**config.mk**
```make
export PLATFORM = sky130hd
export DESIGN_NAME = bmmt_step
export DESIGN_NICKNAME = d
export VERILOG_FILES = /design/src/rtl/bmmt_pkg.sv /design/src/rtl/bmmt_step.sv
export SDC_FILE = /design/constraint.sdc
export NUM_CORES = 1
export LEC_CHECK = 0
export BUFFER_PORTS_ARGS = -buffer_cell sky130_fd_sc_hd__buf_2
export CORE_UTILIZATION = 50
export DETAILED_ROUTE_END_ITERATION = 12
export PLACE_DENSITY = 0.77
export SYNTH_ARGS = -nofsm -noshare
export SYNTH_HDL_FRONTEND = slang
export SYNTH_SLANG_ARGS = --single-unit
export TNS_END_PERCENT = 5
```
**constraint.sdc**
```tcl
create_clock -name vclk -period 39.2
set_input_delay 5.88 -clock vclk [all_inputs]
set_output_delay 5.88 -clock vclk [all_outputs]
set_load 0.03 [all_outputs]
```
**src/rtl/bmmt_pkg.sv**
```systemverilog
// Shared types, constants and helper functions of the bit-wise march test sequencer.
package bmmt_pkg;

  localparam int ADDR_WIDTH = 32;
  localparam logic [31:0] ADDR_MASK = (ADDR_WIDTH >= 32) ? 32'hFFFF_FFFF :
                                      32'((64'd1 << ADDR_WIDTH) - 64'd1);

  localparam int CFG_IDX_W = 2;

  // Configuration register indexes
  localparam logic [CFG_IDX_W-1:0] REG_BASE_ADDRESS  = 2'd0;
  localparam logic [CFG_IDX_W-1:0] REG_REGION_LENGTH = 2'd1;
  localparam logic [CFG_IDX_W-1:0] REG_PASS_COUNT    = 2'd2;

  localparam logic [3:0] PASS_COUNT_RESET = 4'd3;

  // March elements
  localparam logic [2:0] EL_WRITE_ZERO = 3'd0;
  localparam logic [2:0] EL_UP_R0_W1_R1 = 3'd1;
  localparam logic [2:0] EL_UP_R1_W0   = 3'd2;
  localparam logic [2:0] EL_DN_R0_W1   = 3'd3;
  localparam logic [2:0] EL_DN_R1_W0   = 3'd4;
  localparam logic [2:0] EL_READ_ZERO  = 3'd5;

  localparam logic [2:0] LAST_BIT = 3'd7;
  localparam logic [7:0] MASK_LSB = 8'h01;
  localparam logic [7:0] MASK_MSB = 8'h80;

  typedef enum logic [1:0] {
    CMD_NONE  = 2'd0,
    CMD_READ  = 2'd1,
    CMD_WRITE = 2'd2
  } cmd_t;

  typedef struct packed {
    logic [2:0]  element;
    logic [31:0] byte_offset;
    logic [2:0]  bit_index;
    logic [1:0]  sub_step;
    logic [7:0]  held_byte;
    logic [3:0]  passes_done;
    logic        running;
    logic        fail_flag;
    logic [31:0] fail_addr;
    cmd_t        last_cmd;
    logic        finished;
  } bmmt_state_t;

  typedef struct packed {
    cmd_t        mem_cmd;
    logic [31:0] mem_address;
    logic [7:0]  write_data;
    logic [2:0]  march_element;
    logic        busy_res;
    logic        done_res;
    logic        failed;
    logic [31:0] fail_address;
  } bmmt_res_t;

  typedef struct packed {
    logic [31:0] base_address;
    logic [31:0] region_length;
    logic [3:0]  pass_count;
  } bmmt_cfg_t;

  function automatic logic is_desc(input logic [2:0] el);
    return (el == EL_DN_R0_W1) || (el == EL_DN_R1_W0);
  endfunction

  function automatic logic [7:0] bit_mask(input logic [2:0] el, input logic [2:0] bi);
    return is_desc(el) ? (MASK_MSB >> bi) : (MASK_LSB << bi);
  endfunction

  function automatic logic [31:0] cur_addr(input bmmt_cfg_t cfg, input logic [2:0] el,
                                           input logic [31:0] off);
    logic [31:0] o;
    o = is_desc(el) ? (cfg.region_length - 32'd1 - off) : off;
    return (cfg.base_address + o) & ADDR_MASK;
  endfunction

  function automatic cmd_t cur_cmd(input logic [2:0] el, input logic [1:0] sub);
    cmd_t c;
    if (el == EL_WRITE_ZERO) c = CMD_WRITE;
    else if (el == EL_READ_ZERO) c = CMD_READ;
    else c = (sub == 2'd1) ? CMD_WRITE : CMD_READ;
    return c;
  endfunction

  function automatic logic [7:0] cur_wdata(input logic [2:0] el, input logic [2:0] bi,
                                           input logic [7:0] held);
    logic [7:0] m;
    logic [7:0] d;
    m = bit_mask(el, bi);
    case (el)
      EL_UP_R0_W1_R1, EL_DN_R0_W1: d = held | m;
      EL_UP_R1_W0, EL_DN_R1_W0:    d = held & ~m;
      default:                     d = 8'h00;
    endcase
    return d;
  endfunction

  function automatic logic check_ok(input logic [2:0] el, input logic [2:0] bi,
                                    input logic [1:0] sub, input logic [7:0] rd);
    logic [7:0] m;
    logic ok;
    m = bit_mask(el, bi);
    case (el)
      EL_UP_R0_W1_R1: ok = (sub == 2'd0) ? ((rd & m) == 8'h00) : ((rd & m) != 8'h00);
      EL_UP_R1_W0, EL_DN_R1_W0: ok = (rd & m) != 8'h00;
      EL_DN_R0_W1:  ok = (rd & m) == 8'h00;
      EL_READ_ZERO: ok = rd == 8'h00;
      default:      ok = 1'b1;
    endcase
    return ok;
  endfunction

endpackage

```
**src/rtl/bmmt_step.sv**
```systemverilog
// Next-state and result logic for one request of the march sequencer.
module bmmt_step
  import bmmt_pkg::*;
(
  input  bmmt_state_t cur,
  input  bmmt_cfg_t   cfg,
  input  logic        op,
  input  logic [7:0]  read_data,
  output bmmt_state_t nxt,
  output bmmt_res_t   res
);

  logic [31:0] off_inc;
  logic        byte_end;
  logic        elem_done;
  logic [1:0]  last_sub;
  logic [3:0]  passes_inc;

  assign off_inc    = cur.byte_offset + 32'd1;
  assign byte_end   = off_inc >= cfg.region_length;
  assign passes_inc = cur.passes_done + 4'd1;

  always_comb begin
    nxt       = cur;
    elem_done = 1'b0;
    last_sub  = (cur.element == EL_UP_R0_W1_R1) ? 2'd2 : 2'd1;
    if (op) begin
      nxt.element     = EL_WRITE_ZERO;
      nxt.byte_offset = '0;
      nxt.bit_index   = '0;
      nxt.sub_step    = '0;
      nxt.held_byte   = '0;
      nxt.passes_done = '0;
      nxt.fail_flag   = 1'b0;
      nxt.fail_addr   = '0;
      nxt.running     = cfg.region_length != 32'd0;
      nxt.finished    = cfg.region_length == 32'd0;
    end else if (cur.running) begin
      if (cur.last_cmd == CMD_READ) begin
        nxt.held_byte = read_data;
        if (!check_ok(cur.element, cur.bit_index, cur.sub_step, read_data)) begin
          nxt.fail_flag = 1'b1;
          nxt.fail_addr = cur_addr(cfg, cur.element, cur.byte_offset);
          nxt.running   = 1'b0;
          nxt.finished  = 1'b1;
        end
      end
      if (nxt.running) begin
        // walk sub-step, bit, byte
        if (cur.element == EL_WRITE_ZERO || cur.element == EL_READ_ZERO) begin
          nxt.byte_offset = off_inc;
          elem_done       = byte_end;
        end else if (cur.sub_step < last_sub) begin
          nxt.sub_step = cur.sub_step + 2'd1;
        end else begin
          nxt.sub_step = '0;
          if (cur.bit_index < LAST_BIT) begin
            nxt.bit_index = cur.bit_index + 3'd1;
          end else begin
            nxt.bit_index   = '0;
            nxt.byte_offset = off_inc;
            elem_done       = byte_end;
          end
        end
        if (elem_done) begin
          nxt.byte_offset = '0;
          nxt.bit_index   = '0;
          nxt.sub_step    = '0;
          if (cur.element < EL_READ_ZERO) begin
            nxt.element = cur.element + 3'd1;
          end else begin
            nxt.passes_done = passes_inc;
            nxt.element     = EL_WRITE_ZERO;
            if (passes_inc >= cfg.pass_count) begin
              nxt.element  = cur.element;
              nxt.running  = 1'b0;
              nxt.finished = 1'b1;
            end
          end
        end
      end
    end
    nxt.last_cmd = nxt.running ? cur_cmd(nxt.element, nxt.sub_step) : CMD_NONE;
  end

  always_comb begin
    res.mem_cmd       = nxt.last_cmd;
    res.mem_address   = (nxt.last_cmd != CMD_NONE) ?
                        cur_addr(cfg, nxt.element, nxt.byte_offset) : 32'd0;
    res.write_data    = (nxt.last_cmd == CMD_WRITE) ?
                        cur_wdata(nxt.element, nxt.bit_index, nxt.held_byte) : 8'h00;
    res.march_element = nxt.element;
    res.busy_res      = nxt.running;
    res.done_res      = nxt.finished;
    res.failed        = nxt.fail_flag;
    res.fail_address  = nxt.fail_addr;
  end

endmodule

```
==> After elaboration in Yosys (flattened, before gate mapping) <==
Index checks and enable logic that the tools add are counted.
{ "totals": {"input_bits": 166, "latch_bits": 0, "ff_bits": 0, "ram_bits": 0, "elab_cells": 103, "output_inout_bits": 169, "mem_bits_ro": 0, "mem_count": 0} }
{ "op_classes": {"n_mux": 52, "n_bitwise": 4, "reduce_logical": 15, "eq_ne": 13, "n_lt_le_gt_ge": 5, "multipliers": 0, "n_shift": 4, "n_div": 0, "n_addsub": 10} }
{ "ops": {"columns": ["cell", "n"], "rows": [
  ["2-to-1 mux 86 bit", 2],
  ["2-to-1 mux 32 bit", 5],
  ["2-to-1 mux 34 bit", 4],
  ["2-to-1 mux 40 bit", 2],
  ["adder 32 bit", 2],
  ["subtractor 32 bit", 2],
  ["2-to-1 mux 35 bit", 1],
  ["adder 32 x 1 -> 32 bit, second input constant", 1],
  [">= comparator 32 bit", 1],
  ["logical NOT 32 bit", 1],
  ["2-to-1 mux 8 bit", 4],
  ["nonzero test 32 bit", 1],
  ["subtractor 32 x 1 -> 32 bit, second input constant", 1],
  ["2-to-1 mux 5 bit", 4],
  ["2-to-1 mux 1 bit", 19],
  ["bitwise AND 8 bit", 2],
  ["logical NOT 8 bit", 2],
  ["one-hot mux 8 bit (2 select lines)", 1],
  ["<< shifter 1 x 3 -> 8 bit, first input constant", 2],
  ["right shift 8 x 3 -> 8 bit, first input constant", 2],
  ["equality test 3 x 2 -> 1 bit, second input constant", 4],
  ["equality test 3 bit, second input constant", 4],
  ["2-to-1 mux 2 bit", 6],
  ["2-to-1 mux 3 bit", 3],
  ["other kinds (18)", 27]
]} }

==> Depth between registers and ports, before layout <==
Gate-level depths: netlist of the first run.
{ "logic_depth": {"word_depth": 28, "ltp_mapped": 51, "ltp_nobuf": 49} }

==> Least setup slack after synthesis of the first run <==
No wires, ideal clock.
{ "synth_path": {"path_type": "input to output", "startpoint": "input cur[54] (netlist bit)", "endpoint": "output res[77] (netlist bit)", "arrival_ps": 15288, "setup_slack_ps": 18032, "path_buffers": 2, "required_time_ps": 33320, "cell_stages": 48, "cell_sequence": "ha_1 > nand2_1 > nor4_4 > nand3_1 > nor4_2 > and3_1 > and3_1 > and3_1 > and3_1 > buf_2 > nand3_1 > xnor2_1 > ha_1 > a21o_1 > a221oi_1 > o21ai_1 > a21o_1 > o2111a_2 > (+12 left out) > o21bai_1 > a21oi_1 > xnor2_1 > nand2_1 > o21ai_0 > ha_1 > a2111o_1 > or4_1 > a21oi_1 > o311ai_0 > nor3b_1 > o21ai_0 > o21a_1 > o21ai_0 > nand2b_1 > a31oi_1 > xnor2_1 > nor2_1"} }
{ "synth_rtl": {"columns": ["element", "line", "rtl"], "rows": [
  ["from (decl)", "bmmt_step.sv:5", "input bmmt_state_t cur,"],
  ["to (decl)", "bmmt_step.sv:10", "output bmmt_res_t res"]
]} }

==> results.sh, run 1 <==
export IMPL_hold_buffers=0
export IMPL_synth_cells=1792
export IMPL_port_buffers=335
export IMPL_yosys_area_top_type_share_pct=19.20
export IMPL_fp_dieW_um=154.8
export IMPL_vias_per_cell=5.920
export IMPL_ant_nets=0
export IMPL_final_common_cell="buf_2"
export IMPL_routedWlPerCell_um=18.41
export IMPL_regArea_um2=0
export IMPL_dieArea_mm2=0.02395
export IMPL_min_delay_path_depth=4
export IMPL_grt_pass1_wl_um=67040
export IMPL_outcome="completed"
export IMPL_finalNetCount=2388
export IMPL_drt_wl_total_um=43370
export IMPL_crit_path_end_kind="output pin"
export IMPL_core_mm2=0.02278
export IMPL_grt_pass1_vias=12865
export IMPL_start_util_pct=51.22
export IMPL_drc=0
export IMPL_n_clock_buffer=0
export IMPL_irDropWorstVdd_mv=0.01118
export IMPL_io_pins=335
export IMPL_rows=55
export IMPL_max_freq_mhz=43.91
export IMPL_syn_area_mm2=0.01167
export IMPL_antenna_found_initial=6
export IMPL_maxSlewHeadroom_pct=37.05
export IMPL_grt_max_degree=46
export IMPL_yosysSeqAreaShare_pct=0
export IMPL_slowest_delay_ps=450
export IMPL_crit_fanout=13
export IMPL_critPathRequiredTime_ps=33320
export IMPL_hold_start="cur[21]"
export IMPL_dpl_hpwl_um=36990
export IMPL_path_class="input port to output pin"
export IMPL_worstSetupStartpointType="input port"
export IMPL_gp_congestion=0.9719
export IMPL_finalNonFillerCells=2356
export IMPL_cpMaxStageDelayCell="nor4_2"
export IMPL_p_leak_nw=6.644
export IMPL_layout_drive_gt1_share_pct=19.39
export IMPL_postCtsSetupBuffers=0
export IMPL_yosys_cell_types_count=96
export IMPL_grtUsageTotal_pct=34.90
export IMPL_hold_viol=0
export IMPL_rsz0062_at_grt="false"
export IMPL_multi_input_comb_area_mm2=0.01057
export IMPL_max_cap_violations=0
export IMPL_synth_area_leaders="ha_1, xnor2_1, a21oi_1, nand2_1, nor2_1"
export IMPL_worst_path_stages=48
export IMPL_power_density_mw_per_mm2=21.51
export IMPL_syn2layout_area_growth_pct=13.75
export IMPL_crit_arrival_ps=16900
export IMPL_dp_cells=2350
export IMPL_gr_total_overflow=0
export IMPL_drtIter0Drc=1146
export IMPL_ctsResizeCount=0
export IMPL_synth_top_area_cell="ha_1"
export IMPL_first_pass_iters=6
export IMPL_syn_nets=2141
export IMPL_final_cell_mix="buf_2, a21oi_1, nand2_1"
export IMPL_ys_warnings_count=0
export IMPL_vias=13947
export IMPL_path_delay_family="simple AND/OR/NAND/NOR gates"
export IMPL_syn_avg_cell_area_um2=6.510
export IMPL_design_seq_count=0
export IMPL_maxSlewViolCount=0
export IMPL_die_h_um=154.8
export IMPL_crit_buf_inv=2
export IMPL_post_route_min_period_ps=22780
export IMPL_hp_class="input port to output pin"
export IMPL_timing_final_crit_share_pct=58.10
export IMPL_fillers=2309
export IMPL_crit_path_start="cur[54]"
export IMPL_setup_violations=0
export IMPL_finalSetupTns_ps=0
export IMPL_worstMarginPinSlew_ps=924.5
per-stage QoR:
stage	area (µm²)	power, mW	hold WS [ps]	setup WS [ps]	utilization, %
detailed placement	13260	0.2800	12130	16690	58.19
global route	13260	0.3108	12150	15540	58.23
global placement	13260	0.2754	12130	16950	58.19
finish	13270	0.2854	12130	16420	58.26
CTS	13260	0.2812	12130	16650	58.19
floorplan	11670	0.2098	11970	18030	-
cells in the mapped netlist (all sizes together) (16+ instances only):
cell type and instances:
a211oi 16, ha 179, clkbuf 45, a21oi 203, buf 52, nand2 185
o21bai 20, nand4 26, xor2 43, and3 31, o21a 17, o21ai 116
inv 150, nor2 169, a31oi 18, nand3 64, a21o 55, nor2b 24
nor3 43, nand2b 29, xnor2 125
where the power goes:
group | internal (mW) | switching, mW
clock network | 0.0000000205 | 0
logic | 0.103 | 0.183
registers | 0 | 0
cells by family after synthesis:
kind of cell / share of synthesized area [%]
XOR/XNOR: 12.61
adder cells (fa/ha/maj): 19.88
AO/OA/AOI/OAI: 30.20
buffers and inverters: 9.449
AND/OR/NAND/NOR: 26.14
multiplexers: 1.716
path summary, 6_finish.rpt:
path | to | slack, ps
worst max-delay path | res[77] | 16420
worst min-delay path | res[18] | 12130
worst min-delay path: cells and delay by family:
kind | cells | cell delay, ps
compound gates | 1 | 60
buf+inv | 2 | 260
simple gates | 1 | 40
metal layers:
layer,part of all wire [%],track usage [%]
met2,45,60.25
met4,2.8,9.430
met3,9.5,4.483
met5,0,0
met1,42,45.36
cell type report:
type                            count  share of cell area, %
Multi-Input combinational cell   1545                  79.66
Timing Repair Buffer              342                  13.03
Inverter                          150                  4.243
Tap cell                          313                  2.951
Antenna cell                        6                 0.1131
(Power assumes the default switching activity.)
==> inputs of run 2 (changes only) <==
==> constraint.sdc (replaced) <==
create_clock -name vclk -period 21.2
set_input_delay 3.18 -clock vclk [all_inputs]
set_output_delay 3.18 -clock vclk [all_outputs]
set_load 0.03 [all_outputs]
==> results.sh, run 2 (synthesis results as in run 1) <==
export IMPL_grtUsageTotal_pct=35.23
export IMPL_setup_violations=0
export IMPL_worstSetupStartpointType="input port"
export IMPL_post_route_min_period_ps=17390
export IMPL_final_util_pct=58.27
export IMPL_maxSlewViolCount=0
export IMPL_layout_setup_ws_ps=3808
export IMPL_p_leak_nw=6.644
export IMPL_n_clock_buffer=0
export IMPL_rows=55
export IMPL_antenna_found_initial=7
export IMPL_gr_total_overflow=0
export IMPL_postCtsSetupBuffers=0
export IMPL_path_class="input port to output pin"
export IMPL_dpl_hpwl_um=37070
export IMPL_first_pass_iters=5
export IMPL_ant_nets=0
export IMPL_gp_congestion=0.9705
export IMPL_finalSetupTns_ps=0
export IMPL_port_buffers=335
export IMPL_io_pins=335
export IMPL_maxSlewHeadroom_pct=35.83
export IMPL_final_common_cell="buf_2"
export IMPL_final_cell_mix="buf_2, a21oi_1, nand2_1"
export IMPL_critPathRequiredTime_ps=18020
export IMPL_core_mm2=0.02278
export IMPL_grt_max_degree=46
export IMPL_ctsResizeCount=0
export IMPL_fillers=2292
export IMPL_vias_per_cell=5.924
export IMPL_layout_drive_gt1_share_pct=19.39
export IMPL_finalNetCount=2388
export IMPL_cpMaxStageDelayCell="nor4_2"
export IMPL_syn2layout_area_growth_pct=13.77
export IMPL_crit_path_start="cur[54]"
export IMPL_outcome="completed"
export IMPL_vias=13964
export IMPL_grt_pass1_vias=12991
export IMPL_max_freq_mhz=57.50
export IMPL_timing_final_crit_share_pct=82.04
export IMPL_hold_start="cur[21]"
export IMPL_regArea_um2=0
export IMPL_die_h_um=154.8
export IMPL_crit_path_end_kind="output pin"
export IMPL_grt_pass1_wl_um=67530
export IMPL_hp_class="input port to output pin"
export IMPL_rsz0062_at_grt="false"
export IMPL_irDropWorstVdd_mv=0.01851
export IMPL_multi_input_comb_area_mm2=0.01057
export IMPL_pre_cts_ws_ps=4058
export IMPL_hold_viol=0
export IMPL_routedWlPerCell_um=18.44
export IMPL_hold_buffers=0
export IMPL_holdWs_ps=6732
export IMPL_power_density_mw_per_mm2=39.78
export IMPL_drt_wl_total_um=43460
export IMPL_drc=0
export IMPL_endpoint="res[77]"
export IMPL_start_util_pct=51.22
export IMPL_max_cap_violations=0
export IMPL_design_seq_count=0
export IMPL_worstMarginPinSlew_ps=942.4
export IMPL_slowest_delay_ps=460
export IMPL_fp_dieW_um=154.8
export IMPL_dieArea_mm2=0.02395
export IMPL_crit_arrival_ps=14210
export IMPL_crit_fanout=13
export IMPL_drtIter0Drc=1279
==> run 2: cell types whose count changed in the layout (fill, tap and decap cells not counted), sizes merged <==
cell / change
diode: +1
==> run 2: critical path: cells and delay by family <==
| kind | cells | cell delay (ps) |
|---|---|---|
| AO/OA/AOI/OAI | 18 | 4230 |
| adder cells (fa/ha/maj) | 4 | 1250 |
| buffers and inverters | 2 | 350 |
| AND/OR/NAND/NOR | 21 | 4830 |
| XOR/XNOR | 3 | 380 |
==> run 2: final cells by class <==
cell class         instances  share of cell area (%)
diodes                     7                  0.1320
inverters                150                   4.242
multi-input cells       1545                   79.65
well taps                313                   2.951
repair buffers           342                   13.03
==> run 2: through the flow <==
stage               instances  instance area (µm²)  power, mW
global placement         2350                13260     0.5091
detailed placement       2350                13260     0.5176
global route             2354                13270     0.5765
finish                   2357                13270     0.5280
floorplan                1792                11670     0.3879
CTS                      2350                13260     0.5200
==> run 2: how the worst min path moves through the flow <==
stage,to,depth (start not counted)
floorplan,nxt[37],2
global placement,res[2],4
detailed placement,nxt[6],4
CTS,res[18],4
global route,res[18],4
finish,res[18],4
==> run 2: power breakdown <==
| part | internal (mW) | total [mW] | switching [mW] | leakage [nW] |
|---|---|---|---|---|
| sequential | 0 | 0 | 0 | 0 |
| combinational | 0.190 | 0.528 | 0.338 | 6.64 |
| clock | 0.0000000442 | 0.0000000442 | 0 | 0.0000444 |
==> run 2: metal layers <==
layer	vias up	part of all wire, %	track usage, %
met4	0	3.8	12.68
met2	678	44	59.00
li1	6839	-	-
met5	-	0	0
met1	6350	43	45.86
met3	97	8.9	4.875
